[src/rtl/rabs_pkg.sv]
// Shared types and constants of the running-average background subtractor.
// Depends on nothing; every design module imports it.
package rabs_pkg;

   // Gray conversion weights, Q14
   localparam logic [13:0] GRAY_COEF_R = 14'd4899;
   localparam logic [13:0] GRAY_COEF_G = 14'd9617;
   localparam logic [13:0] GRAY_COEF_B = 14'd1868;
   localparam logic [21:0] GRAY_ROUND  = 22'd8192;

   // Blend rounding and unity for alpha in Q1.8
   localparam logic [16:0] BLEND_ROUND = 17'd128;
   localparam logic [8:0]  ALPHA_ONE   = 9'd256;

   // Register widths and reset values
   localparam int          CSR_DATA_W   = 17;
   localparam int          CSR_INDEX_W  = 2;
   localparam logic [8:0]  ALPHA_RESET  = 9'd51;
   localparam logic [7:0]  THRESH_RESET = 8'd30;
   localparam logic [16:0] FRAME_RESET  = 17'd65536;

   // Register indexes
   localparam logic [CSR_INDEX_W-1:0] CSR_ALPHA  = 2'd0;
   localparam logic [CSR_INDEX_W-1:0] CSR_THRESH = 2'd1;
   localparam logic [CSR_INDEX_W-1:0] CSR_FRAME  = 2'd2;

   // Command queue between front and back, depth must be a power of two
   localparam int QUEUE_DEPTH = 2;
   localparam int QPTR_W      = $clog2(QUEUE_DEPTH);

   // One classified pixel as handed from the front to the back
   typedef struct packed {
      logic [7:0] gray;
      logic       update;
      logic       last;
   } pix_cmd_type;

   // Back end sequencer states
   typedef enum logic [1:0] {
      BK_IDLE,
      BK_MUL,
      BK_SUM
   } back_state_type;

endpackage

[src/rtl/rabs_if.sv]
// Channel interfaces of the background subtractor: pixel request and result.
// Depends on nothing.
interface rabs_req_if;
   logic       valid;
   logic       ready;
   logic [7:0] blue;
   logic [7:0] green;
   logic [7:0] red;

   modport source (output valid, blue, green, red, input ready);
   modport sink (input valid, blue, green, red, output ready);
endinterface


[src/rtl/rabs_front.sv]
// Front end: accepts pixel beats, converts them to gray and tracks frame position.
// Depends on rabs_pkg and rabs_req_if.
module rabs_front
   import rabs_pkg::*;
#(
   parameter int MAX_PIXELS = 65536,
   localparam int AW = (MAX_PIXELS > 1) ? $clog2(MAX_PIXELS) : 1
) (
   input  logic             clock,
   input  logic             reset,
   rabs_req_if.sink         req_chan,
   input  logic [16:0]      frame_pixels,
   input  logic             q_full,
   output logic             q_push,
   output pix_cmd_type      q_cmd,
   output logic [AW-1:0]    q_addr
);

   localparam int LW = $clog2(MAX_PIXELS + 1);
   localparam int CW = (LW > 17) ? LW : 17;

   logic [AW-1:0] pos_ff, pos_in;
   logic          primed_ff, primed_in;
   logic [CW-1:0] len_raw, len_eff, pos_inc;
   logic [21:0]   gray_sum;
   logic          last;

   // A beat is taken whenever the queue has room.
   assign req_chan.ready = !q_full;
   assign q_push         = req_chan.valid && !q_full;

   // Weighted sum of the three channels, rounded, Q14.
   assign gray_sum = 22'(req_chan.red) * 22'(GRAY_COEF_R)
                   + 22'(req_chan.green) * 22'(GRAY_COEF_G)
                   + 22'(req_chan.blue) * 22'(GRAY_COEF_B)
                   + GRAY_ROUND;

   // Frame length clamped into one through the store depth.
   always_comb begin
      len_raw = CW'(frame_pixels);
      if (len_raw == '0) begin
         len_eff = CW'(1);
      end else if (len_raw > CW'(MAX_PIXELS)) begin
         len_eff = CW'(MAX_PIXELS);
      end else begin
         len_eff = len_raw;
      end
      pos_inc = CW'(pos_ff) + CW'(1);
      last    = (pos_inc >= len_eff);
   end

   assign q_cmd.gray   = gray_sum[21:14];
   assign q_cmd.update = primed_ff;
   assign q_cmd.last   = last;
   assign q_addr       = pos_ff;

   // Position wraps at the frame end; the first frame end marks the store primed.
   always_comb begin
      pos_in    = pos_ff;
      primed_in = primed_ff;
      if (q_push) begin
         if (last) begin
            pos_in    = '0;
            primed_in = 1'b1;
         end else begin
            pos_in = pos_ff + AW'(1);
         end
      end
   end

   always_ff @(posedge clock) begin
      if (reset) begin
         pos_ff    <= '0;
         primed_ff <= 1'b0;
      end else begin
         pos_ff    <= pos_in;
         primed_ff <= primed_in;
      end
   end

endmodule

[src/flat_wrapper.sv]
// flat-port wrapper written by rule: the top's interface ports become plain ports
module rabs_front_flat import rabs_pkg::*;
#(
   parameter int MAX_PIXELS = 65536,
   localparam int AW = (MAX_PIXELS > 1) ? $clog2(MAX_PIXELS) : 1
)
  (clock, reset, frame_pixels, q_full, q_push, q_cmd, q_addr, req_chan_valid, req_chan_blue, req_chan_green, req_chan_red, req_chan_ready);
  rabs_req_if req_chan_i ();
  input  logic clock;
  input  logic reset;
  input  logic [16:0] frame_pixels;
  input  logic q_full;
  output logic q_push;
  output pix_cmd_type q_cmd;
  output logic [AW-1:0] q_addr;
  input wire logic [$bits(req_chan_i.valid)-1:0] req_chan_valid;
  input wire logic [$bits(req_chan_i.blue)-1:0] req_chan_blue;
  input wire logic [$bits(req_chan_i.green)-1:0] req_chan_green;
  input wire logic [$bits(req_chan_i.red)-1:0] req_chan_red;
  output wire logic [$bits(req_chan_i.ready)-1:0] req_chan_ready;
  assign req_chan_i.valid = req_chan_valid;
  assign req_chan_i.blue = req_chan_blue;
  assign req_chan_i.green = req_chan_green;
  assign req_chan_i.red = req_chan_red;
  assign req_chan_ready = req_chan_i.ready;
  rabs_front #(.MAX_PIXELS(MAX_PIXELS)) u_core (.clock(clock), .reset(reset), .req_chan(req_chan_i), .frame_pixels(frame_pixels), .q_full(q_full), .q_push(q_push), .q_cmd(q_cmd), .q_addr(q_addr));
endmodule
[config.mk]
export PLATFORM = sky130hd
export DESIGN_NAME = rabs_front_flat
export DESIGN_NICKNAME = d
export VERILOG_FILES = /design/src/rtl/rabs_pkg.sv /design/src/rtl/rabs_if.sv /design/src/rtl/rabs_front.sv /design/src/flat_wrapper.sv
export SDC_FILE = /design/constraint.sdc
export NUM_CORES = 1
export LEC_CHECK = 0
export BUFFER_PORTS_ARGS = -buffer_cell sky130_fd_sc_hd__buf_4
export CAP_MARGIN = 30
export CORE_MARGIN = 5
export CORE_UTILIZATION = 60
export DETAILED_ROUTE_END_ITERATION = 7
export PLACE_DENSITY_LB_ADDON = 0.2
export SKIP_CTS_REPAIR_TIMING = 1
export SLEW_MARGIN = 20
export SYNTH_ARGS = -nofsm -noshare
export SYNTH_HDL_FRONTEND = slang
export SYNTH_SLANG_ARGS = --single-unit
[constraint.sdc]
create_clock -name clock -period 13.1 [get_ports clock]
set_clock_uncertainty 0.1 [all_clocks]
set_input_delay 2.62 -clock clock [delete_from_list [all_inputs] [get_ports clock]]
set_output_delay 2.62 -clock clock [all_outputs]
set_load 0.02 [all_outputs]
# Word level (Yosys, flattened, before mapping)
# Index checks and enable logic that the tools add are counted.
# word_totals
regBits,17
in_bits,45
output_inout_bits,28
elab_cells,19
# op_classes
n_addsub,5
multipliers,3
order_cmp,2
mux,3
n_reduce_logical,4
# ops
cell,n
$mux W17,2
$add A21 B22 Y22,1
$add A22 B14 Y22 const B,1
$add A22 B19 Y22,1
$mul A8 B14 Y22 const B,1
$mul A8 B13 Y21 const B,1
$add A16 B1 Y17 const B,1
$ge A17 B17 Y1,1
$gt A17 B17 Y1 const B,1
$logic_not A17 Y1,1
$mul A8 B9 Y17 const B,1
$add A16 B1 Y16 const B,1
$mux W16,1
$reduce_and A2 Y1,1
$logic_and A1 B1 Y1,1
$logic_not A1 Y1,1

# Depth between registers and ports, before layout
# Gate-level depths: netlist of run 1.
# depth
ltp_word,5
ltp_mapped,27
depth_no_buf,27

# Least setup slack after synthesis of run 1
# No wires, ideal clock.
# synth_path
path_kind,input to output
start,input port req_chan_blue[2]
end,output port q_cmd[9] in the netlist's numbering
t_arrival_ns,9.492
setup_slack_ns,0.888
cell_stages,26
n_path_buf,0
path_cell_list,inv_1 fa_1 inv_1 ha_1 fa_1 inv_1 fa_1 inv_1 ha_1 and3_1 a221oi_4 xnor2_1 ha_1 ha_1 fa_1 inv_1 fa_1 fa_1 inv_1 ha_1 a211o_1 a311o_1 a31oi_1 o311ai_1 a31oi_1 xnor2_1
# synth_rtl
element,line_no,source
start: declaration,flat_wrapper.sv:17,input wire logic [$bits(req_chan_i.blue)-1:0] req_chan_blue;
end: declaration,flat_wrapper.sv:14,output pix_cmd_type q_cmd;

==> results of run 1 <==
## final timing paths
path                    start           endpoint  slack [ps]  cells after the start
max          req_chan_blue[2]           q_cmd[9]         340                     28
min          u_core.primed_ff   u_core.primed_ff         380                      2
max reg2reg  u_core.q_addr[0]  u_core.q_addr[14]        9300                     13
min reg2reg  u_core.primed_ff   u_core.primed_ff         380                      2
## layout make-up
type                    count  area [um2]  area share [%]
clock buffers               4        45.0           0.619
inverters                 208         781            10.7
multi-input cells         508        5400            74.2
flip-flops and latches     17         340            4.67
well taps                 140         175            2.41
repair buffers             72         541            7.42
## logic make-up (layout without fill, tap and decap cells)
group | count (synthesis) | in the layout | share of synthesized area (%)
fa+ha+maj | 248 | 248 | 57.3
buf+inv | 215 | 284 | 12.5
simple gates | 135 | 135 | 10.7
compound gates | 87 | 87 | 9.24
xor+xnor | 35 | 35 | 4.67
flops | 17 | 17 | 5.19
mux | 3 | 3 | 0.458
## per-layer routing
metal	wire (um)	up-vias	share of wire (%)	GRT usage, %
met2	7160	112	49	39.9
met5	0	-	0	0
li1	-	2532	-	-
met4	161	0	1.1	2.77
met3	808	18	5.5	3.28
met1	6580	2499	45	32.5
## through the flow
| step | setup WS [ps] | util (%) |
|---|---|---|
| 3_3_place_gp | 434 | 67.1 |
| 2_1_floorplan | 888 | - |
| 4_1_cts | 299 | 67.5 |
| 3_5_place_dp | 346 | 67.1 |
| 6_report | 345 | 67.5 |
| 5_1_grt | 6.11 | 67.5 |
## critical path, cell delays in order
cell	delay (ps)
buf_4	120
inv_1	60
fa_1	560
inv_1	60
ha_1	290
fa_1	540
inv_1	60
fa_1	530
inv_1	40
ha_1	350
and3_1	200
a221oi_4	320
xnor2_1	170
ha_1	250
ha_1	290
fa_1	500
inv_1	50
fa_1	470
fa_1	550
inv_1	50
ha_1	350
a211o_1	310
a311o_1	360
a31oi_1	230
o311ai_1	180
a31oi_1	220
xnor2_1	150
buf_4	160
## state kept, by name (all words and copies together) (netlist names)
register / cells
u_core.primed_ff: 1
u_core.q_addr: 16
## cells in the mapped netlist, types with 3 or more instances
cell type	count	area share, %
inv_1	208	12
ha_1	161	31
fa_1	87	27
nand2_1	38	2.2
xnor2_1	27	3.6
nor2_1	25	1.4
a21oi_1	21	1.6
dfxtp_1	17	5.2
o21ai_0	15	1.1
nand3_1	11	0.84
nand4_1	10	0.95
xor2_1	8	1.1
a22oi_1	7	0.80
and3_1	7	0.67
a211oi_1	6	0.69
a21o_1	6	0.69
nor3_1	6	0.46
nor2b_1	5	0.48
nor4_1	5	0.48
o31ai_1	5	0.57
or2_2	5	0.48
nand3b_1	4	0.46
a211o_1	3	0.40
a31oi_1	3	0.29
and4_1	3	0.40
clkbuf_1	3	0.17
mux2i_1	3	0.46
nor3b_1	3	0.34
o21a_1	3	0.34
==> reports/metrics.cfg, run 1 <==
[outcome]
status = finished, final reports clean

[cells_and_area]
layout.nets = 1103
synthToLayoutAreaGrowth_pct = 11.0
layout_common_cells = 208 x inv_1, 161 x ha_1, 87 x fa_1
final_area_mm2 = 0.00728
diodes = 0
layout.cells.non_filler = 949
layout_commonest_cell = inv_1
drive_gt1_share_pct = 11.0
fillers = 871

[timing]
finalCritPeriodShare_pct = 97.4
fin_tns_setup_ps = 0
max_freq_mhz = 78.4
slew_headroom_pct = 37.1
rsz0062_at_grt = false
finalSetupViolCount = 0
slew_viol_final = 0
finalHoldViolCount = 0
fin_hold_ws_ps = 382
tightestPinTransition_ps = 935
fin_crit_ps = 12760

[die]
rows = 38
die_height_um = 115
initial_utilization_pct = 60.8
die_area_mm2 = 0.0131
core_area_mm2 = 0.0108
dieWidth_um = 115
num_io_pins = 73

[yosys]
synth-edff-count = 0
synth_top_flop_cell = dfxtp_1
synthCells = 740
synth_area_mm2 = 0.00656
ys_seq_area_share_pct = 5.19
yosys_register_bits = 17
yosys_warnings = 0
synth_cell_type_count = 53
synth_fp_nets = 1033
syn_avg_cell_area_um2 = 8.86
synthArstFlopShare_pct = 0

[worst_setup_path]
start_kind = input pin
cp.required_ps = 10380
worst-path-max-fanout = 6
cp.arrival_ps = 10040
worstSetupPathType = input pin to output pin
critical_path.endpoint_type = output pin

[clocking]
clk_latency_ps = 250
root_buffer = clkbuf_8
numCtsBuffers = 3
htreeDepth = 1
cts_sinks = 17
tritoncts = built
clk_pin_slew_ps = 70
clk_path_buf_depth = 2

[grt]
grt_first_pass_wirelength_um = 25100
grt_pass1_vias = 5425
grt_max_degree = 18
antenna_found_initial = 0
gr-usage-all-layers_pct = 23.4
grt.overflow.total = 0

[detailed_routing]
routedWlPerCell_um = 15.5
drt_iter0_markers = 251
drc = 0
num_vias = 5161
wl_um = 14700
firstDrtPassIters = 5
via_per_inst = 5.44
antenna_left = 0

[placement]
gp_congestion = 0.914
numPortBuffers = 72
numPlacedInstances = 945
hpwl_um = 13200
placed_area_mm2 = 0.00724

[run]
cap_violations = 0

[worst_hold_path]
hp-class = flop to flop

Power of run 1 is left out: the tool's default activity adds up to more than one toggle a clock period on the data nets, which glitch-free logic cannot reach.
==> inputs of run 2 (changes only) <==
--- a/config.mk
+++ b/config.mk
@@ -6,9 +6,9 @@
 export NUM_CORES = 1
 export LEC_CHECK = 0
 export BUFFER_PORTS_ARGS = -buffer_cell sky130_fd_sc_hd__buf_4
-export CAP_MARGIN = 30
 export CORE_MARGIN = 5
 export CORE_UTILIZATION = 60
+export CTS_BUF_LIST = sky130_fd_sc_hd__clkbuf_2
 export DETAILED_ROUTE_END_ITERATION = 7
 export PLACE_DENSITY_LB_ADDON = 0.2
 export SKIP_CTS_REPAIR_TIMING = 1
==> reports/metrics.cfg, run 2 (synthesized netlist as in run 1, its figures left out) <==
[grt]
gr-usage-all-layers_pct = 23.4
antenna_found_initial = 0
grt_pass1_vias = 5435
grt_first_pass_wirelength_um = 25000
grt.overflow.total = 0
grt_max_degree = 18

[clocking]
tritoncts = built
root_buffer = clkbuf_2
cts_sinks = 17
numCtsBuffers = 3
clk_latency_ps = 300
htreeDepth = 1
clk_path_buf_depth = 2
clk_pin_slew_ps = 170

[cells_and_area]
fillers = 876
final_area_mm2 = 0.00726
layout_commonest_cell = inv_1
synthToLayoutAreaGrowth_pct = 10.7
layout_common_cells = 208 x inv_1, 161 x ha_1, 87 x fa_1
final_core_util_pct = 67.2
largest_register_ffs = 16
drive_gt1_share_pct = 11.1
layout.nets = 1103
diodes = 0

[worst_hold_path]
hp-class = flop to flop

[placement]
gp_congestion = 0.914
placed_area_mm2 = 0.00724
dpl_worst_slack_ps = 346
numPortBuffers = 72
hpwl_um = 13200

[die]
die_area_mm2 = 0.0131
core_area_mm2 = 0.0108
num_io_pins = 73
initial_utilization_pct = 60.8
die_height_um = 115
dieWidth_um = 115
rows = 38

[detailed_routing]
num_vias = 5186
via_per_inst = 5.46
drc = 0
routedWlPerCell_um = 15.5
wl_um = 14700
drt_iter0_markers = 211
antenna_left = 0
firstDrtPassIters = 4

[timing]
fin_crit_ps = 12760
finalCritPeriodShare_pct = 97.4
fin_tns_setup_ps = 0
fin_ws_ps = 345
rsz0062_at_grt = false
finalHoldViolCount = 0
max_freq_mhz = 78.4
tightestPinTransition_ps = 917
slew_viol_final = 0
slew_headroom_pct = 38.3
finalSetupViolCount = 0

[worst_setup_path]
cp.arrival_ps = 10040
cp.required_ps = 10380
critical_path.endpoint_type = output pin
worst-path-max-fanout = 6
r2r_setup_slack_ps = 9260
worstSetupPathType = input pin to output pin
start_kind = input pin

[outcome]
status = finished, final reports clean

[run]
cap_violations = 0

run 2: cell count changes in the layout (fill, tap and decap cells not counted):
cell / delta
clkbuf_1: -1
clkbuf_8: -3
clkbuf_2: +4
run 2: path summary, 6_finish.rpt:
path,from,endpoint,depth (start not counted)
max,req_chan_blue[2],q_cmd[9],28
min,u_core.primed_ff,u_core.primed_ff,2
max reg2reg,u_core.q_addr[0],u_core.q_addr[14],13
min reg2reg,u_core.primed_ff,u_core.primed_ff,2
run 2: per-layer routing:
metal / global-route usage [%] / vias up / wire [um]
met5: 0 / - / 0
met4: 3.48 / 0 / 159
met3: 3.28 / 16 / 830
met2: 39.8 / 116 / 7210
met1: 32.4 / 2517 / 6550
li1: - / 2537 / -
run 2: final cells by class:
type	instances	area, um2	share of cell area, %
sequential	17	340	4.69
multi-input combinational	508	5400	74.4
clock buffer	4	20.0	0.276
tap	140	175	2.41
timing repair buffer	72	541	7.45
inverter	208	781	10.8
run 2: worst max-delay path: stages:
cell	delay, ps
buf_4	120
inv_1	60
fa_1	560
inv_1	60
ha_1	290
fa_1	540
inv_1	60
fa_1	530
inv_1	40
ha_1	350
and3_1	200
a221oi_4	320
xnor2_1	170
ha_1	250
ha_1	290
fa_1	500
inv_1	50
fa_1	470
fa_1	550
inv_1	50
ha_1	350
a211o_1	310
a311o_1	360
a31oi_1	230
o311ai_1	180
a31oi_1	220
xnor2_1	150
buf_4	160
run 2: through the flow:
step                cells  hold slack (ps)
finish                949              403
global route          949              453
CTS                   949              406
detailed placement    945              367
global placement      945              356
floorplan             740              338
Power of run 2 is left out for the same reason.
==> inputs of run 3 (changes only) <==
--- a/config.mk
+++ b/config.mk
@@ -7,7 +7,7 @@
 export LEC_CHECK = 0
 export BUFFER_PORTS_ARGS = -buffer_cell sky130_fd_sc_hd__buf_4
 export CORE_MARGIN = 5
-export CORE_UTILIZATION = 60
+export CORE_UTILIZATION = 55
 export CTS_BUF_LIST = sky130_fd_sc_hd__clkbuf_2
 export DETAILED_ROUTE_END_ITERATION = 7
 export PLACE_DENSITY_LB_ADDON = 0.2
==> reports/metrics.cfg, run 3 (synthesized netlist as in run 1, its figures left out) <==
[outcome]
status = finished, final reports clean

[timing]
slew_headroom_pct = 32.9
rsz0062_at_grt = false
fin_tns_setup_ps = 0
max_freq_mhz = 78.9
slew_viol_final = 0
finalCritPeriodShare_pct = 96.7
fin_hold_ws_ps = 395
finalSetupViolCount = 0
tightestPinTransition_ps = 997
finalHoldViolCount = 0
fin_crit_ps = 12670

[worst_setup_path]
critPathLaunch = req_chan_blue[2]
worstSetupPathType = input pin to output pin
cp.required_ps = 10380
path_buf_inv = 8
worst-path-max-fanout = 6
critical_path.endpoint_type = output pin
cp.arrival_ps = 9950
crit_path_top_delay_cell = fa_1
slowest_delay_ps = 550
r2r_start = u_core.q_addr[0]
start_kind = input pin
cp_top_family = adder cells

[cells_and_area]
fillers = 980
synthToLayoutAreaGrowth_pct = 10.7
drive_gt1_share_pct = 11.1
final_area_mm2 = 0.00726
diodes = 0
layout_commonest_cell = inv_1
layout_common_cells = 208 x inv_1, 161 x ha_1, 87 x fa_1
layout.nets = 1103
largest_register_ffs = 16

[worst_hold_path]
hp-class = flop to flop
min_from = u_core.primed_ff

[die]
die_height_um = 119
rows = 39
initial_utilization_pct = 56.7
dieWidth_um = 119
num_io_pins = 73
core_area_mm2 = 0.0116
die_area_mm2 = 0.0142

[placement]
placed_area_mm2 = 0.00724
hpwl_um = 13100
numPortBuffers = 72
gp_congestion = 0.957

[clocking]
cts_sinks = 17
root_buffer = clkbuf_2
clk_pin_slew_ps = 160
clk_path_buf_depth = 2
clk_latency_ps = 290
tritoncts = built
htreeDepth = 1
numCtsBuffers = 3

[detailed_routing]
drt_iter0_markers = 290
routedWlPerCell_um = 15.2
firstDrtPassIters = 5
wl_um = 14500
antenna_left = 0
drc = 0
via_per_inst = 5.36
num_vias = 5102

[grt]
grt_max_degree = 18
grt_first_pass_wirelength_um = 24700
antenna_found_initial = 0
grt_pass1_vias = 5298
grt.overflow.total = 0
gr-usage-all-layers_pct = 20.8

[run]
cap_violations = 0

-- run 3: cell counts in the layout (fill, tap and decap cells not counted) --
Identical to the previous run, type by type.
-- run 3: final timing paths --
check / end / slack, ps / cells after the start
setup / recovery: q_cmd[9] / 430 / 28
hold / removal: u_core.primed_ff / 400 / 2
setup reg to reg: u_core.q_addr[14] / 9460 / 13
hold reg to reg: u_core.primed_ff / 400 / 2
-- run 3: layout make-up --
cell class / instances / area [um2] / share of cell area (%)
inverters: 208 / 781 / 10.8
flip-flops and latches: 17 / 340 / 4.69
repair buffers: 72 / 541 / 7.44
well taps: 143 / 179 / 2.46
clock buffers: 4 / 20.0 / 0.276
multi-input cells: 508 / 5400 / 74.4
-- run 3: routing by layer --
metal	wire length, um	share of wire [%]	global-route usage [%]
met1	6450	45	29.4
met2	7010	48	35.7
met3	866	6.0	1.90
met4	145	1.0	2.90
met5	0	0	0
-- run 3: tightest hold or removal path: stages, from the launching register on --
cell,delay [ps]
dfxtp_1,370
a21oi_1,40
nor2_1,70
-- run 3: per-stage QoR --
step / utilization, % / cells / worst slack (ps)
5_1_grt: 62.8 / 952 / 9.83
6_report: 62.8 / 952 / 430
4_1_cts: 62.8 / 952 / 383
3_3_place_gp: 62.6 / 948 / 463
2_1_floorplan: - / 740 / 888
3_5_place_dp: 62.6 / 948 / 435
Power of run 3 is left out for the same reason.
