[src/rtl/rabs_pkg.sv]
// Shared types and constants of the running-average background subtractor.
// Depends on nothing; every design module imports it.
package rabs_pkg;

   // Gray conversion weights, Q14
   localparam logic [13:0] GRAY_COEF_R = 14'd4899;
   localparam logic [13:0] GRAY_COEF_G = 14'd9617;
   localparam logic [13:0] GRAY_COEF_B = 14'd1868;
   localparam logic [21:0] GRAY_ROUND  = 22'd8192;

   // Blend rounding and unity for alpha in Q1.8
   localparam logic [16:0] BLEND_ROUND = 17'd128;
   localparam logic [8:0]  ALPHA_ONE   = 9'd256;

   // Register widths and reset values
   localparam int          CSR_DATA_W   = 17;
   localparam int          CSR_INDEX_W  = 2;
   localparam logic [8:0]  ALPHA_RESET  = 9'd51;
   localparam logic [7:0]  THRESH_RESET = 8'd30;
   localparam logic [16:0] FRAME_RESET  = 17'd65536;

   // Register indexes
   localparam logic [CSR_INDEX_W-1:0] CSR_ALPHA  = 2'd0;
   localparam logic [CSR_INDEX_W-1:0] CSR_THRESH = 2'd1;
   localparam logic [CSR_INDEX_W-1:0] CSR_FRAME  = 2'd2;

   // Command queue between front and back, depth must be a power of two
   localparam int QUEUE_DEPTH = 2;
   localparam int QPTR_W      = $clog2(QUEUE_DEPTH);

   // One classified pixel as handed from the front to the back
   typedef struct packed {
      logic [7:0] gray;
      logic       update;
      logic       last;
   } pix_cmd_type;

   // Back end sequencer states
   typedef enum logic [1:0] {
      BK_IDLE,
      BK_MUL,
      BK_SUM
   } back_state_type;

endpackage

[src/rtl/rabs_queue.sv]
// Short command queue that decouples the front end from the back end.
// Depends on rabs_pkg for its depth.
module rabs_queue
   import rabs_pkg::*;
#(
   parameter int WIDTH = 27
) (
   input  logic             clock,
   input  logic             reset,
   input  logic             push,
   input  logic [WIDTH-1:0] push_data,
   output logic             full,
   input  logic             pop,
   output logic [WIDTH-1:0] pop_data,
   output logic             empty
);

   logic [WIDTH-1:0]  entry_ff [QUEUE_DEPTH];
   logic [QPTR_W-1:0] wr_ptr_ff, wr_ptr_in;
   logic [QPTR_W-1:0] rd_ptr_ff, rd_ptr_in;
   logic [QPTR_W:0]   count_ff, count_in;

   assign full     = (count_ff == (QPTR_W + 1)'(QUEUE_DEPTH));
   assign empty    = (count_ff == '0);
   assign pop_data = entry_ff[rd_ptr_ff];

   // Pointers wrap naturally since the depth is a power of two.
   always_comb begin
      wr_ptr_in = push ? wr_ptr_ff + QPTR_W'(1) : wr_ptr_ff;
      rd_ptr_in = pop ? rd_ptr_ff + QPTR_W'(1) : rd_ptr_ff;
      count_in  = count_ff;
      if (push && !pop) begin
         count_in = count_ff + (QPTR_W + 1)'(1);
      end else if (pop && !push) begin
         count_in = count_ff - (QPTR_W + 1)'(1);
      end
   end

   always_ff @(posedge clock) begin
      if (reset) begin
         wr_ptr_ff <= '0;
         rd_ptr_ff <= '0;
         count_ff  <= '0;
      end else begin
         wr_ptr_ff <= wr_ptr_in;
         rd_ptr_ff <= rd_ptr_in;
         count_ff  <= count_in;
      end
   end

   // Payload storage needs no reset.
   always_ff @(posedge clock) begin
      if (push) begin
         entry_ff[wr_ptr_ff] <= push_data;
      end
   end

endmodule

[config.mk]
export PLATFORM = sky130hd
export DESIGN_NAME = rabs_queue
export DESIGN_NICKNAME = d
export VERILOG_FILES = /design/src/rtl/rabs_pkg.sv /design/src/rtl/rabs_queue.sv
export SDC_FILE = /design/constraint.sdc
export NUM_CORES = 1
export LEC_CHECK = 0
export ABC_AREA = 1
export BUFFER_PORTS_ARGS = -buffer_cell sky130_fd_sc_hd__clkbuf_2
export CAP_MARGIN = 15
export CORE_MARGIN = 4
export CORE_UTILIZATION = 51
export CTS_CLUSTER_DIAMETER = 50
export CTS_CLUSTER_SIZE = 24
export DETAILED_ROUTE_END_ITERATION = 8
export PLACE_DENSITY_LB_ADDON = 0.05
export SETUP_SLACK_MARGIN = 0.02
export SLEW_MARGIN = 30
export SYNTH_ARGS = -nofsm -noshare
export SYNTH_HDL_FRONTEND = slang
export SYNTH_SLANG_ARGS = --single-unit
[constraint.sdc]
create_clock -name clock -period 2.2 [get_ports clock]
set_input_delay 0.22 -clock clock [delete_from_list [all_inputs] [get_ports clock]]
set_output_delay 0.22 -clock clock [all_outputs]
set_load 0.05 [all_outputs]
# After elaboration in Yosys (flattened, before gate mapping)
# Memories as Yosys holds them, arrays and structs flattened. A register that Yosys moved wholly into a read port is not among the register bits.
# Index checks and enable logic that the tools add are counted.
# word_totals
reg_bits,4
ramBits,54
in_bits,31
output_inout_bits,29
elab_cells,21
n_memories,1
# classes
addsub,4
eq_ne,1
n_mux,6
n_reduce_logical,6
# mem_list
memory,depth,width,read_ports,rd_clocked_by_memory_dff,write_ports,line_no,text
entry_ff,2,27,1,1,1,rabs_queue.sv:18,logic [WIDTH-1:0] entry_ff [QUEUE_DEPTH];
# ops
op,n
$mux W1,4
$mux W2,2
$add A1 B1 Y1 const B,2
$add A2 B1 Y2 const B,1
$eq A2 B2 Y1 const B,1
$logic_and A1 B1 Y1,2
$logic_not A1 Y1,2
$logic_not A2 Y1,1
$reduce_bool A2 Y1,1
$sub A2 B1 Y2 const B,1

# Longest topological paths before layout
# Gate-level depths: netlist of the first run.
# depth
depth_word,4
mapped_depth,8

# Worst setup path before layout of the first run
# OpenSTA, ideal clock, no wires.
# synth_timing
kind,reg2reg
startpoint,register wr_ptr_ff
endpoint,memory entry_ff[0][0] (enable)
arrival_time_ns,1.471
path_slack_ns,0.318
path_stages_with_launch,2
path_buffers,0
synth_period_minus_slack_ns,1.882
path_cell_list,dfxtp_1 nor2_1
# synth_lines
item,line_no,text
from (decl),rabs_queue.sv:19,"logic [QPTR_W-1:0] wr_ptr_ff, wr_ptr_in;"
from (signal assigned),rabs_queue.sv:45,wr_ptr_ff <= wr_ptr_in;
to (decl),rabs_queue.sv:18,
# No word-level cell before the write port.

==> key figures, run 1 <==
Outcome
  – Status: completed

Floorplanning
  – Die Ht: between 70 and 80 um
  – Die X: 74.8 um
  – Placeable Area: around 4400 um2
  – Number of core rows: 24
  – Full die area: roughly 5600 um2
  – Initial Util: 52.3%
  – Ports: 60

Timing
  – Min Tclk post-route: a little under 2000 ps
  – Final setup fails: 0
  – Final hold vios: 0
  – Setup TNS: 0 ps
  – Max Clock Skew: 4.63 ps
  – Period Utilization, post-route: between 80% and 90%
  – Worst slew margin: about 70%
  – RSZ-0062 raised after global routing: false
  – Fin. max-slew vios: 0
  – Worst-Margin Slew: around 450 ps
  – Max Fclk: just over 500 MHz

Detailed routing
  – Antenna violation net count after detailed routing: 0
  – Final WL: roughly 3600 um
  – 1st-iter DRT viols: 88
  – Drt pass-1 iters: 4
  – Routed len/inst: around 15 um
  – Vias: between 1000 and 1500
  – Via/cell ratio: a little under 5
  – Drt drc: 0

Worst setup path
  – Crit Path Category: register to primary output
  – CP bufs+invs: 2
  – Crit-path slowest cell: dfxtp_2
  – WP data arrival: between 1500 and 2000 ps
  – Worst-path cell chain: buf_12 -> mux2_4 -> clkbuf_2
  – CP Capture Type: primary output
  – Startpoint Class: register
  – Critical Path RT: a little under 2000 ps
  – Slowest stage delay, CP: approximately 610 ps
  – Reg2reg start: wr_ptr_ff$_SDFFE_PP0P_
  – Top delay family on crit path: flip-flops
  – CP max FO: 15

Synthesis
  – Largest family of logic cells by synthesized area: multiplexers
  – Multiplexer share of the synthesized area: around 17%
  – XOR/XNOR Fraction of Synth Area: less than 1%
  – Synth top area cells: edfxtp_1 (71%), mux2_4 (13%), dfxtp_1 (4.4%)
  – Synth top area share: 71.2%
  – Post-Synth Simple-Gate Area: under 10%
  – Synth warn: 0
  – FF+latch count, synth: 59
  – Cell taking the most area after synthesis: edfxtp_1
  – Synth Cell Area: ~2300 um2
  – Synth Instances: around 120
  – Syn nets: about 150
  – Synth cell types: 16
  – Compound-Gate Fraction of Synth Area: less than 1%
  – Post-Synth Adder-Cell Area: less than 1%
  – Syn avg cell area: about 19 um2
  – Sequential fraction of the synthesis area: between 70 and 80%

Placed design
  – GP Congestion: ~0.66
  – Placed Area: 2640 um2
  – # port buffers: just under 60
  – Cells after DPL: 230
  – Final HPWL DP: roughly 2600 um

CTS
  – CTS tree: done
  – Clk root buf: clkbuf_8
  – Max Buffers Root-to-Sink: 2
  – Post-CTS Setup Bufs: 0
  – Clk_lat worst skew: between 300 and 400 ps
  – CTS sink cnt: between 50 and 60
  – Post-CTS Hold Fix Bufs: 0
  – CTS resizes: 0
  – Clock Pin Slew Worst Setup and Hold Paths: approximately 60 ps
  – Total CTS buffers: 9
  – H-tree Lvls: 3

Final layout
  – Final non-filler cell total: 246
  – Layout area overhead: 23.8%
  – Commonest non-fill, non-tap cell in the layout: clkbuf_2
  – Reg area: 1720 um2
  – Commonest non-fill, non-tap cells in the layout: clkbuf_2 (59), edfxtp_1 (54), mux2_4 (20)
  – Filler Cell Count: between 300 and 400
  – Antenna diodes: 0
  – Design area: roughly 2800 um2
  – Multi-input logic area: about 470 um2
  – Layout cells sized above 1: 54.1%
  – Nets: about 220

Worst hold path
  – Min-Delay Path Class: input pin to register
  – Worst hold start: push_data[11]

Pwr
  – VDD IR max: 477 uV
  – PwrDens: between 900 and 1000 nW/um2
  – P_leak: about 0.0012 uW

GRT
  – First-pass GRT wire length: approximately 5700 um
  – Initial antenna violation count: 0
  – GRT Total Usage: approximately 15%
  – Largest net degree at the start of global routing: 17
  – GRT overflow: 0
  – Vias in the first global route: ~1300

Job
  – Maxcap violations: 0
## per-layer routing
metal / GRT usage, % / part of all wire (%) / vias to the layer above
li1: - / - / 576
met1: 16.2 / 40 / 572
met2: 23.4 / 51 / 41
met3: 7.61 / 7.1 / 6
met4: 7.71 / 2.0 / 0
met5: 0 / 0 / -
## flip-flops by register name, indices dropped and copies added, names as in the netlist, named ones only
name / count
entry_ff: 54
count_ff: 2
rd_ptr_ff: 1
wr_ptr_ff: 1
## cell type report
class	instances	share of cell area, %
clock buffer	13	4.92
clock inverter	3	1.42
inverter	9	1.20
multi-input combinational	46	16.8
sequential	59	61.1
tap	52	2.31
timing repair buffer	64	12.2
## path summary, 6_finish.rpt
| check | slack, ps | end | cells past startpoint |
|---|---|---|---|
| worst min-delay path | 80 | entry_ff[0][11]$_DFFE_PP_ | 1 |
| worst max register to register | 1170 | entry_ff[1][26]$_DFFE_PP_ | 3 |
| worst min register to register | 520 | wr_ptr_ff$_SDFFE_PP0P_ | 2 |
| worst max-delay path | 270 | pop_data[17] | 3 |
## worst reg2reg max path, delay by kind of cell, from the launching register on
family,cells,cell delay [ps]
DFF,1,350
buffers and inverters,2,300
and+or+nand+nor,1,60
## where the power goes
group	switching, uW	total, uW	internal, uW
clock network	384	905	521
registers	30.3	1320	1290
logic	305	458	153
total	719	2690	1970
## metrics by stage
step / hold slack, ps / setup slack (ps) / power, uW / util [%]
floorplan: 292 / 318 / 1710 / -
global placement: 408 / 613 / 1800 / 60.7
detailed placement: 414 / 586 / 1810 / 60.7
CTS: 62.5 / 232 / 2720 / 64.8
global route: 49.0 / 177 / 2810 / 64.8
finish: 80.3 / 270 / 2690 / 64.8
## cells by family (layout without fill, tap and decap cells)
| kind of cell | after synthesis | count (layout) |
|---|---|---|
| DFF | 59 | 59 |
| muxes | 27 | 27 |
| and+or+nand+nor | 15 | 15 |
| buffers and inverters | 12 | 89 |
| AOI/OAI and AO/OA | 2 | 2 |
| adders and majority gates | 1 | 1 |
| xor gates and xnor gates | 1 | 1 |
## synthesized netlist by cell type
library cell / count
edfxtp_1: 54
mux2_2: 7
buf_12: 2
xnor2_1: 1
nor2_1: 7
dfxtp_1: 5
o21ai_0: 1
buf_6: 1
nand3_1: 1
ha_1: 1
a21oi_1: 1
nand2_1: 5
nor3_1: 1
mux2_4: 20
nand4_1: 1
inv_1: 9
Power figures use the tool's default switching activity.
==> run 2: changes to the inputs <==
--- a/config.mk
+++ b/config.mk
@@ -9,7 +9,7 @@
 export BUFFER_PORTS_ARGS = -buffer_cell sky130_fd_sc_hd__clkbuf_2
 export CAP_MARGIN = 15
 export CORE_MARGIN = 4
-export CORE_UTILIZATION = 51
+export CORE_UTILIZATION = 52
 export CTS_CLUSTER_DIAMETER = 50
 export CTS_CLUSTER_SIZE = 24
 export DETAILED_ROUTE_END_ITERATION = 8
==> constraint.sdc (replaced) <==
create_clock -name clock -period 2.35 [get_ports clock]
set_input_delay 0.235 -clock clock [delete_from_list [all_inputs] [get_ports clock]]
set_output_delay 0.235 -clock clock [all_outputs]
set_load 0.05 [all_outputs]
==> run 2 against run 1 <==
  * Non-clock buffer count fell by 1
  * Register-to-register slack worse by 170 ps
  * Count of clock-buffer cells in the layout is 4 lower
  * Cell count fell by 2.0%
  * Setup slack gained 100 ps
  * First-iteration DRC count fell by 60%
  * Total power fell by 12%
  * Sequential share of layout area up 0.94 points
  * Wire length shrank 3.2%
  * Largest cell class unchanged
  * Highest routed layer unchanged
==> key figures, run 2 (synthesized netlist as in run 1, its figures left out) <==
CTS
  – Clk root buf: clkbuf_8
  – CTS tree: done
  – CTS sink cnt: 59 (unchanged)
  – Post-CTS Hold Fix Bufs: 0 (unchanged)
  – Post-CTS Setup Bufs: 0 (unchanged)
  – Max Buffers Root-to-Sink: 2 (unchanged)
  – Clk_lat worst skew: 320 ps (about the same)
  – Total CTS buffers: 9 (unchanged)
  – H-tree Lvls: 3 (unchanged)
  – Clock Pin Slew Worst Setup and Hold Paths: 60 ps (about the same)
  – CTS resizes: 0 (unchanged)

Final layout
  – Biggest regs: entry_ff x54, count_ff x2
  – Commonest non-fill, non-tap cell in the layout: clkbuf_2
  – Filler Cell Count: 292 (-9.9%)
  – Nets: 220 (-0.45%)
  – Antenna diodes: 0 (unchanged)
  – Layout cells sized above 1: 54.5% (+0.33 points)
  – Final non-filler cell total: 241 (-2.0%)
  – Commonest non-fill, non-tap cells in the layout: clkbuf_2 (59), edfxtp_1 (54), mux2_4 (20)
  – Max FFs per register: 54 (unchanged)
  – Layout area overhead: 21.9%
  – Reg with most FFs: entry_ff

Outcome
  – Status: completed

Worst setup path
  – Slowest stage delay, CP: 610 ps (about the same)
  – Reg-to-reg setup timing slack: 1000 ps (-170 ps)
  – Crit-path slowest cell: dfxtp_2
  – Critical Path RT: 2120 ps (+140 ps)
  – CP max FO: 15 (unchanged)
  – FF-to-FF End: entry_ff[0][9]$_DFFE_PP_
  – Worst-path cell chain: buf_12 -> mux2_2 -> clkbuf_2
  – Startpoint Class: register
  – Crit Path Category: register to primary output
  – Top delay family on crit path: flip-flops
  – Reg2reg start: wr_ptr_ff$_SDFFE_PP0P_
  – CP bufs+invs: 2 (unchanged)
  – R2R cell count: 2 (-1)
  – CP Capture Type: primary output
  – WP data arrival: 1740 ps (+30 ps)

Detailed routing
  – Final WL: 3530 um (-3.2%)
  – 1st-iter DRT viols: 35 (-60%)
  – Vias: 1192 (-0.25%)
  – Routed len/inst: 14.7 um (-1.1%)
  – Drt drc: 0 (unchanged)
  – Antenna violation net count after detailed routing: 0 (unchanged)
  – Drt pass-1 iters: 4 (unchanged)
  – Via/cell ratio: 4.95 (+1.8%)

Pwr
  – P_leak: 0.00116 uW (-1.4%)
  – Tot Pwr: 2360 uW (-12%)
  – VDD IR max: 623 uV (+31%)
  – PwrDens: 851 nW/um2 (-11%)

Timing
  – Final setup fails: 0 (unchanged)
  – RSZ-0062 raised after global routing: false
  – Period Utilization, post-route: between 80% and 90%
  – Max Fclk: 505 MHz
  – Fin. max-slew vios: 0 (unchanged)
  – Final hold vios: 0 (unchanged)
  – Setup TNS: 0 ps (unchanged)
  – Worst slew margin: 69.7% (-0.57 points)
  – Worst-Margin Slew: 454 ps (+8.59 ps)
  – Max Clock Skew: 3.41 ps (-1.22 ps)
  – Min Hold Slack: 103 ps (+22.7 ps)
  – Min Tclk post-route: about 2000 ps

GRT
  – Largest net degree at the start of global routing: 22 (+5)
  – First-pass GRT wire length: 5380 um (-5.8%)
  – Vias in the first global route: 1233 (-1.6%)
  – GRT overflow: 0 (unchanged)
  – Initial antenna violation count: 0 (unchanged)
  – GRT Total Usage: 14.1% (-0.68 points)

Floorplanning
  – Number of core rows: 23 (-4.2%)
  – Full die area: 5500 um2 (-1.7%)
  – Initial Util: 55.4% (+3.0 points)
  – Die Ht: 74.2 um (-0.86%)
  – Die X: 74.2 um (-0.86%)
  – Ports: 60 (unchanged)
  – Placeable Area: 4120 um2 (-5.5%)

Placed design
  – Cells after DPL: 227 (-1.3%)
  – GP Congestion: 0.681 (+3.3%)
  – Final HPWL DP: 2550 um (-0.39%)
  – # port buffers: 59 (unchanged)

Worst hold path
  – Min-Delay Path Class: input pin to register
  – Hold Crit Depth: 1 (unchanged)
  – Worst hold start: push_data[3]
  – WHS Endpoint: entry_ff[1][3]$_DFFE_PP_

Job
  – Maxcap violations: 0 (unchanged)
[run 2: power by group]
group	switching (uW)	leakage, uW	internal (uW)
combinational	285	0.000533	142
clock	339	0.0000796	356
sequential	29.6	0.000549	1210
total	653	0.00116	1710
[run 2: worst max-delay path by stage]
stage	from	end	slack (ps)	cells past startpoint
floorplan	wr_ptr_ff$_SDFFE_PP0P_	entry_ff[0][0]$_DFFE_PP_	470	1
global placement	register	pop_data[14]	720	3
detailed placement	register	pop_data[26]	700	3
CTS	register	pop_data[12]	330	3
global route	register	pop_data[13]	290	3
finish	register	pop_data[12]	370	3
[run 2: worst reg2reg max path, delay by kind of cell (launching register included)]
family	cells	cell delay, ps
buffers and inverters	1	370
DFF	1	330
and+or+nand+nor	1	330
[run 2: final cells by class]
cell class	instances	area, um2	area share, %
clock inverters	5	22.5	0.811
flip-flops and latches	59	1720	62.0
inverters	9	33.8	1.22
multi-input cells	46	474	17.1
well taps	50	62.6	2.25
clock buffers	9	124	4.46
repair buffers	63	338	12.2
[run 2: metrics by stage]
| stage | instance area [um2] | worst slack [ps] | util (%) |
|---|---|---|---|
| final | 2780 | 371 | 67.5 |
| after global routing | 2780 | 286 | 67.5 |
| after CTS | 2780 | 326 | 67.5 |
| after detailed placement | 2630 | 696 | 63.9 |
| after global placement | 2630 | 716 | 63.9 |
| after floorplan | 2280 | 468 | - |
[run 2: per-layer routing]
metal,vias up,global-route usage (%),share of wire (%)
met1,569,13.9,39
met4,0,6.04,0.96
met2,41,24.7,52
li1,578,-,-
met5,-,0,0
met3,4,7.30,8.1
==> run 3: changes to the inputs <==
--- a/config.mk
+++ b/config.mk
@@ -5,11 +5,11 @@
 export SDC_FILE = /design/constraint.sdc
 export NUM_CORES = 1
 export LEC_CHECK = 0
-export ABC_AREA = 1
+export ABC_AREA = 0
 export BUFFER_PORTS_ARGS = -buffer_cell sky130_fd_sc_hd__clkbuf_2
 export CAP_MARGIN = 15
 export CORE_MARGIN = 4
-export CORE_UTILIZATION = 52
+export CORE_UTILIZATION = 46
 export CTS_CLUSTER_DIAMETER = 50
 export CTS_CLUSTER_SIZE = 24
 export DETAILED_ROUTE_END_ITERATION = 8
==> constraint.sdc (replaced) <==
create_clock -name clock -period 1.7 [get_ports clock]
set_input_delay 0.17 -clock clock [delete_from_list [all_inputs] [get_ports clock]]
set_output_delay 0.17 -clock clock [all_outputs]
set_load 0.05 [all_outputs]
==> run 3 against run 2 <==
  * Total power grew 40%
  * Synthesized area shrank 5.5%
  * Flip-flop and latch count is the same
  * Sequential power grew 38%
  * Clock power grew 42%
  * Design area shrank 2.3%
  * Wire length grew 1.8%
  * Critical path depth is the same
  * First-iteration DRC count shrank 2.9%
  * Count of clock-buffer cells in the layout grew 2
==> key figures, run 3 <==
Outcome
  – Status: completed

GRT
  – GRT Total Usage: 13.9% (-0.22 points)
  – First-pass GRT wire length: 5930 um (+10%)
  – Largest net degree at the start of global routing: 15 (-32%)
  – Vias in the first global route: 1263 (+2.4%)
  – GRT overflow: 0 (unchanged)
  – Initial antenna violation count: 0 (unchanged)

Synthesis
  – Largest family of logic cells by synthesized area: multiplexers
  – Post-Synth Adder-Cell Area: 0.581% (+0.032 points)
  – Synth top area share: 75.3% (+4.1 points)
  – Synth Flop Type: edfxtp_1
  – Fraction of registers with async set/reset: 0% (unchanged)
  – Cell taking the most area after synthesis: edfxtp_1
  – Synth Cell Area: 2150 um2 (-5.5%)
  – Sequential fraction of the synthesis area: 80.0% (+4.4 points)
  – XOR/XNOR Fraction of Synth Area: 1.63% (+1.2 points)
  – Synth top area cells: edfxtp_1 (75%), mux2_2 (14%), dfxtp_1 (4.6%)
  – Post-Synth Simple-Gate Area: 2.15% (-0.54 points)
  – Syn avg cell area: 20.3 um2 (+4.3%)
  – Count leader, synth: edfxtp_1
  – FF+latch count, synth: 59 (unchanged)
  – Post-synth EDFFs: 54 (unchanged)
  – Synth warn: 0 (unchanged)
  – Compound-Gate Fraction of Synth Area: 0.465% (+0.026 points)
  – Synth cell types: 16 (unchanged)
  – Syn nets: 138 (-7.4%)
  – Synth Instances: 106 (-9.4%)
  – Multiplexer share of the synthesized area: 14.1% (-2.5 points)
  – Post-synth top cells: edfxtp_1 (54), mux2_2 (27), dfxtp_1 (5), nor2_1 (5)

Final layout
  – Max FFs per register: 54 (unchanged)
  – Biggest regs: entry_ff x54, count_ff x2
  – Layout cells sized above 1: 56.8% (+2.3 points)
  – Design area: 2710 um2 (-2.3%)
  – Commonest non-fill, non-tap cells in the layout: edfxtp_1 (54), clkbuf_2 (52), mux2_2 (27)
  – Commonest non-fill, non-tap cell in the layout: edfxtp_1
  – Reg area: 1720 um2 (about the same)
  – Multi-input logic area: 410 um2 (-13%)
  – Nets: 212 (-3.6%)
  – Antenna diodes: 0 (unchanged)
  – Filler Cell Count: 348 (+19%)
  – Layout area overhead: 26.0%
  – Reg with most FFs: entry_ff

Detailed routing
  – Drt pass-1 iters: 3 (-1)
  – Antenna violation net count after detailed routing: 0 (unchanged)
  – Via/cell ratio: 4.89 (-1.2%)
  – Final WL: 3600 um (+1.8%)
  – Drt drc: 0 (unchanged)
  – Vias: 1158 (-2.9%)
  – Routed len/inst: 15.2 um (+3.5%)
  – 1st-iter DRT viols: 34 (-2.9%)

Worst setup path
  – FF-to-FF End: entry_ff[1][23]$_DFFE_PP_
  – CP max FO: 13 (-2)
  – Critical Path RT: 1530 ps (-590 ps)
  – Reg2reg start: wr_ptr_ff$_SDFFE_PP0P_
  – R2R cell count: 2 (unchanged)
  – Crit-path slowest cell: mux2_2
  – Reg-to-reg setup timing slack: 410 ps (-590 ps)
  – Crit Path Category: register to primary output
  – Slowest stage delay, CP: 360 ps (-250 ps)
  – CP Capture Type: primary output
  – Worst-path cell chain: buf_4 -> mux2_2 -> clkbuf_2
  – WP data arrival: 1470 ps (-270 ps)
  – Startpoint Class: register

Worst hold path
  – WHS Endpoint: entry_ff[1][7]$_DFFE_PP_
  – Worst hold start: push_data[7]
  – Hold Crit Depth: 1 (unchanged)
  – Min-Delay Path Class: input pin to register

CTS
  – Clock Pin Slew Worst Setup and Hold Paths: 60 ps (about the same)
  – Post-CTS Setup Bufs: 0 (unchanged)
  – Clk_lat worst skew: 320 ps (about the same)
  – Max Buffers Root-to-Sink: 2 (unchanged)
  – Total CTS buffers: 9 (unchanged)
  – H-tree Lvls: 3 (unchanged)
  – Clk root buf: clkbuf_8
  – CTS sink cnt: 59 (unchanged)
  – CTS tree: done
  – Post-CTS Hold Fix Bufs: 0 (unchanged)

Timing
  – Period Utilization, post-route: a little over nine tenths
  – Final setup fails: 0 (unchanged)
  – Min Hold Slack: 32.0 ps (-71.0 ps)
  – Worst slew margin: 75.8% (+6.1 points)
  – Final hold vios: 0 (unchanged)
  – Worst-Margin Slew: 364 ps (-90.8 ps)
  – Max Clock Skew: 3.79 ps (+0.387 ps)
  – Max Fclk: approximately 610 MHz
  – Fin. max-slew vios: 0 (unchanged)
  – Min Tclk post-route: approximately 1600 ps
  – RSZ-0062 raised after global routing: true

Floorplanning
  – Number of core rows: 24 (+4.3%)
  – Placeable Area: 4440 um2 (+8.0%)
  – Full die area: 5840 um2 (+6.1%)
  – Initial Util: 48.5% (-6.9 points)
  – Die X: 76.4 um (+3.0%)
  – Die Ht: 76.4 um (+3.0%)
  – Ports: 60 (unchanged)

Pwr
  – P_leak: 0.00106 uW (-8.5%)
  – PwrDens: 1220 nW/um2 (+44%)
  – VDD IR max: 714 uV (+15%)

Placed design
  – GP Congestion: 0.650 (-4.6%)
  – # port buffers: 59 (unchanged)
  – Placed Area: 2550 um2 (-3.1%)
  – Final HPWL DP: 2610 um (+2.4%)

Job
  – Maxcap violations: 0 (unchanged)
run 3: changes by cell type after synthesis, moves of 2 or more:
cell     before  now
buf_12        2    0
nand2_1       5    0
mux2_4       20    0
mux2_2        7   27
xor2_1        0    2
inv_1         9    1
buf_4         0    2
nor2_1        7    5
run 3: metal layers:
metal	global-route usage [%]	vias to the layer above	routed length (um)
met2	23.0	42	1900
li1	-	558	-
met3	4.73	12	230
met5	0	-	0
met1	14.3	546	1360
met4	10.9	0	108
run 3: area by class of cell:
class / count / share of cell area [%]
sequential: 59 / 63.5
multi-input combinational: 43 / 15.1
timing repair buffer: 66 / 13.3
clock buffer: 11 / 4.84
tap: 52 / 2.40
clock inverter: 5 / 0.738
inverter: 1 / 0.138
run 3: where the power goes:
part           switching [uW]  internal [uW]
clock network             478            506
logic                     431            189
registers                26.6           1690
run 3: per-stage QoR:
step | worst slack (ps) | util (%) | std cells | TNS (ps) | total power (uW)
after floorplan | 244 | - | 106 | 0 | 2200
after CTS | 20.4 | 61.0 | 237 | 0 | 3370
final | 58.3 | 61.0 | 237 | 0 | 3320
after global routing | -18.5 | 61.0 | 237 | -171 | 3480
after global placement | 380 | 57.3 | 221 | 0 | 2350
after detailed placement | 383 | 57.3 | 221 | 0 | 2370
run 3: worst max path at each step:
stage	from	to	slack [ps]
4_1_cts	register	pop_data[16]	20
2_1_floorplan	wr_ptr_ff$_SDFFE_PP0P_	entry_ff[0][0]$_DFFE_PP_	240
3_3_place_gp	register	pop_data[26]	380
6_report	register	pop_data[9]	60
5_1_grt	register	pop_data[16]	-20
3_5_place_dp	register	pop_data[22]	380
run 3: timing repair:
action / in CTS / in global routing
endpoints found under the setup margin: 5 / 27
endpoints found under the hold margin: 0 / 0
gates resized for setup: 5 / 2
run 3: critical path: cells and delay by family, from the launching register on:
| kind | cells | cell delay, ps |
|---|---|---|
| buffers and inverters | 2 | 460 |
| DFF | 1 | 330 |
| muxes | 1 | 360 |
run 3: logic make-up after synthesis:
group | Yosys count
multiplexers | 27
adder cells (fa/ha/maj) | 1
buffers and inverters | 4
AO/OA/AOI/OAI | 2
flip-flops | 59
AND/OR/NAND/NOR | 9
XOR/XNOR | 4
